`config.mk`:
```
export PLATFORM = sky130hd
export DESIGN_NAME = rk4us_lane
export DESIGN_NICKNAME = d
export VERILOG_FILES = /design/src/rk4us_pkg.sv /design/src/rk4us_lane.sv
export SDC_FILE = /design/constraint.sdc
export NUM_CORES = 2
export LEC_CHECK = 0
export ABC_AREA = 0
export ABC_CLOCK_PERIOD_IN_PS = 12500
export BUFFER_PORTS_ARGS = -buffer_cell sky130_fd_sc_hd__buf_2
export CAP_MARGIN = 0
export CORE_UTILIZATION = 60
export CTS_BUF_LIST = sky130_fd_sc_hd__clkbuf_8
export CTS_CLUSTER_DIAMETER = 40
export DETAILED_ROUTE_END_ITERATION = 16
export PLACE_DENSITY = 0.75
export SETUP_SLACK_MARGIN = 0.5
export SYNTH_ARGS = -nofsm -noshare
export SYNTH_HDL_FRONTEND = slang
export SYNTH_SLANG_ARGS = --single-unit
```
`constraint.sdc`:
```
create_clock -name clk -period 12.5 [get_ports clk]
set_clock_uncertainty 0.2 [all_clocks]
set_input_delay 0.625 -clock clk [delete_from_list [all_inputs] [get_ports clk]]
set_output_delay 0.625 -clock clk [all_outputs]
set_load 0.005 [all_outputs]
```
`src/rk4us_pkg.sv`:
```
package rk4us_pkg;

    typedef logic signed [31:0] word_t;
    typedef logic [15:0] dt_t;

    localparam int ANG_W = 34;
    typedef logic signed [ANG_W-1:0] ang_t;

    localparam int SUM_W = 36;
    typedef logic signed [SUM_W-1:0] sum_t;

    localparam logic [63:0] TWO_PI_Q60     = 64'h6487ED5110B4611A;
    localparam ang_t        PI_Q30         = 34'sd3373259426;
    localparam ang_t        HALF_PI_Q30    = 34'sd1686629713;
    localparam ang_t        TWO_PI_Q30     = 34'sd6746518852;
    localparam ang_t        CORDIC_K_Q30   = 34'sd652032874;
    localparam logic [30:0] INV_TWO_PI_Q32 = 31'd683565275;

    localparam dt_t STEP_TIME_RST = 16'd6554;

    localparam int ATAN_N = 24;
    localparam logic signed [31:0] ATAN_Q30 [ATAN_N] = '{
        32'sd843314857, 32'sd497837829, 32'sd263043837, 32'sd133525159,
        32'sd67021687,  32'sd33543516,  32'sd16775851,  32'sd8388437,
        32'sd4194283,   32'sd2097149,   32'sd1048576,   32'sd524288,
        32'sd262144,    32'sd131072,    32'sd65536,     32'sd32768,
        32'sd16384,     32'sd8192,      32'sd4096,      32'sd2048,
        32'sd1024,      32'sd512,       32'sd256,       32'sd128
    };

    function automatic word_t sat_word(input logic signed [47:0] v);
        logic signed [47:0] hi;
        logic signed [47:0] lo;
        word_t r;
        hi = 48'sd2147483647;
        lo = -48'sd2147483648;
        if (v > hi)
        begin
            r = 32'sh7FFFFFFF;
        end
        else if (v < lo)
        begin
            r = 32'sh80000000;
        end
        else
        begin
            r = v[31:0];
        end
        return r;
    endfunction

endpackage

```
`src/rk4us_lane.sv`:
```
// Final update of one component: st + floor((S*dt + 3*2^16) / (6*2^16)).
module rk4us_lane (
    input  logic              clk,
    input  rk4us_pkg::word_t  in_state,
    input  rk4us_pkg::sum_t   in_sum,
    input  rk4us_pkg::dt_t    step_time,
    output rk4us_pkg::word_t  out_next
);

    logic signed [52:0] p_reg;
    logic signed [52:0] m;
    logic signed [52:0] ub;
    logic [36:0]        u_reg;
    logic [17:0]        a;
    logic [35:0]        qa_prod;
    logic [16:0]        qa;
    logic [17:0]        ra_full;
    logic [16:0]        qa_reg;
    logic [20:0]        n2_reg;
    logic [41:0]        qb_prod;
    logic signed [37:0] q;
    logic signed [37:0] q_reg;
    rk4us_pkg::word_t   st1_reg;
    rk4us_pkg::word_t   st2_reg;
    rk4us_pkg::word_t   st3_reg;
    rk4us_pkg::word_t   st4_reg;
    rk4us_pkg::word_t   next_reg;

    // biased by 3*2^35 so the divide by three runs on unsigned digits
    assign m       = (p_reg + 53'sd196608) >>> 17;
    assign ub      = m + 53'sd103079215104;
    assign a       = u_reg[36:19];
    assign qa_prod = a * 18'd174763;
    assign qa      = qa_prod[35:19];
    assign ra_full = a - {qa, 1'b0} - 18'(qa);
    assign qb_prod = n2_reg * 21'd1398102;
    assign q       = $signed({2'b00, qa_reg, 19'd0}) + $signed(38'(qb_prod[41:22]))
                     - 38'sd34359738368;

    always_ff @(posedge clk)
    begin
        p_reg    <= in_sum * $signed({1'b0, step_time});
        st1_reg  <= in_state;
        u_reg    <= ub[36:0];
        st2_reg  <= st1_reg;
        qa_reg   <= qa;
        n2_reg   <= {ra_full[1:0], u_reg[18:0]};
        st3_reg  <= st2_reg;
        q_reg    <= q;
        st4_reg  <= st3_reg;
        next_reg <= rk4us_pkg::sat_word(48'(st4_reg) + 48'(q_reg));
    end

    assign out_next = next_reg;

endmodule

```
==> out/results.tsv <==
metric	value	unit
met3 Track Usage GR	4.54	%
DR vias/cell	5.29	
total track usage	27.0	%
worst min-delay path startpoint	st3_reg[8]	
max reg flops	38	
design area	43700	sq um
reg2reg path depth	33	
synthesis-stage register bit count	309	
final hold violations	0	
fin crit period	8.24	ns
Post-DRT Antenna Nets	0	
Post-Layout Cell Count	5185	
final worst slack	4.26	ns
critical path's slowest cell	fa_1	
Async SR Flop Fraction	0	%
core area	67400	sq um
vias in the first global route	29900	
post-synthesis sequential area ratio	15.1	%
initial antenna violation count	1	
CTS Buf Count	47	
Worst Path Buf+Inv	6	
GPL Wtd Cong	0.932	
delay-heaviest family, CP	adder cells	
area of the die	69500	sq um
Final setup viols	0	
CTS root buf	clkbuf_8	
CTS tree	yes	
clk sinks	309	
num ports	117	
DR iter-0 viols	1333	
Worst R2R End	q_reg[35]	
Max Fclk	121	MHz
setup TNS	0	ns
met1 global-route usage	35.7	%
Fillers	5396	
hold path cells	0	
clock tree buffer depth	3	
DPL Wire Length	71.3	mm
required time of the worst setup path	12.84	ns
Max Slew Vio Count	0	
Worst-Margin Slew	0.901	ns
Worst Setup End Kind	flop	
RSZ-0062 raised after global routing	false	
met2 Track Usage GR	45.9	%
flop2flop setup slack	4.26	ns
outcome	finished, final reports clean	
worst min-delay path category	reg2reg	
Via Count	27400	
Top Usage Layer GRT	met2	
synthesis-to-finish area growth	6.39	%
Chip Width	264	um
post-placement cell count	5068	
Worst Setup Path Type	reg2reg	
Crit Path Max Fanout	6	
Post-synth EDFFs	0	
worst slew margin relative to its limit	39.4	%
first-pass GRT wire length	150	mm
worst skew pair latency	0.62	ns
Pre-antenna DRT Iters	5	
Routed WL	89.3	mm
Avg Synthesized Cell Area	9.82	sq um
share of layout cells above drive strength 1	5.68	%
largest net degree at the start of global routing	37	
Hold EP	st4_reg[8]	
cell area after synthesis	41100	sq um
wire per inst	17.2	um
nets	5672	
GRT Residual Overflow	0	
Post-synth top flop	dfxtp_1	
FF-to-FF Start	n2_reg[1]	
critical path arrival	8.58	ns
hold bufs inserted after CTS	32	
unique cell type count in the Yosys netlist	65	
most common cell after layout, fill and taps aside	inv_1	
remaining routing DRC violations	0	
Most common cell on crit path	inv_1	
period utilisation layout	66.0	%
buffers added on ports	116	
type of origin of the critical path	flop	
syn_nets	5578	
dpl ws	4.24	ns
Clock transition at path regs	0.06	ns
die height	264	um
starting utilization of the core area	60.9	%
Resize count post-CTS	0	
maxcap violations	0	
setup bufs post-CTS	0	
most frequent cells in the layout	inv_1, fa_1, ha_1	
max incr delay on CP	0.53	ns
FP Rows	95	
Gate Count Post-Synth	4182	
CTS H-tree depth	2	
placed inst area	42300	sq um
YS warnings	0	
[cell families after synthesis]
group / count (synthesis) / synth area share [%]
AOI/OAI and AO/OA: 327 / 5.43
xor gates and xnor gates: 163 / 3.48
adders and majority gates: 1311 / 54.6
buffers and inverters: 1179 / 10.9
DFF: 309 / 15.1
and+or+nand+nor: 893 / 10.6
[cell type report]
| class | count | area (sq um) | area share, % |
|---|---|---|---|
| sequential | 309 | 6190 | 14.2 |
| tap | 873 | 1090 | 2.50 |
| clock inverter | 29 | 263 | 0.602 |
| inverter | 1068 | 4010 | 9.18 |
| timing repair buffer | 156 | 961 | 2.20 |
| multi-input combinational | 2694 | 30400 | 69.6 |
| clock buffer | 55 | 757 | 1.73 |
| antenna | 1 | 2.50 | 0.00573 |
[cell usage after synthesis (3+ instances only)]
library cell,n,area share [%]
o21ai_0,51,0.62
fa_1,799,39
inv_1,1068,9.8
o221ai_1,4,0.085
or3_1,6,0.091
xor2_1,55,1.2
nand2b_1,18,0.27
nor3_1,20,0.24
o21ai_2,31,0.66
and2_1,238,3.6
o211ai_1,5,0.091
o21a_1,16,0.29
nor2_1,70,0.64
a21oi_1,90,1.1
nand2_1,403,3.7
a21o_1,52,0.95
and4_1,3,0.064
o31a_1,3,0.064
o21bai_1,9,0.16
xnor2_1,108,2.3
a211oi_1,11,0.20
a31oi_1,13,0.20
nand3_1,40,0.49
clkbuf_1,105,0.96
ha_1,512,16
nor4_1,6,0.091
o21ai_1,5,0.061
and3_1,32,0.49
nand4_1,30,0.46
buf_6,6,0.16
nor2b_1,20,0.30
dfxtp_1,309,15
[routing by layer]
metal | wire length (um) | up-vias
li1 | - | 12800
met1 | 37700 | 13600
met2 | 43200 | 875
met3 | 5950 | 185
met4 | 2400 | 0
met5 | 0 | -
[worst max-delay path by stage]
stage | cells after the start | from | slack, ns | to
final | 33 | n2_reg[1] | 4.26 | q_reg[35]
after global placement | 33 | n2_reg[1] | 4.40 | q_reg[35]
after global routing | 33 | n2_reg[1] | 3.71 | q_reg[35]
after detailed placement | 33 | n2_reg[1] | 4.24 | q_reg[35]
after CTS | 33 | n2_reg[1] | 4.20 | q_reg[35]
after floorplan | 34 | n2_reg[1] | 4.88 | q_reg[35]
[through the flow]
step | hold WS (ns) | utilization (%)
after detailed placement | 0.112 | 62.8
final | 0.105 | 64.8
after global placement | 0.110 | 62.8
after global routing | 0.108 | 64.8
after floorplan | 0.110 | -
after CTS | 0.108 | 64.8
Power is not shown: default switching activity piles up to over one toggle a cycle in this logic, so the estimate is an artifact.
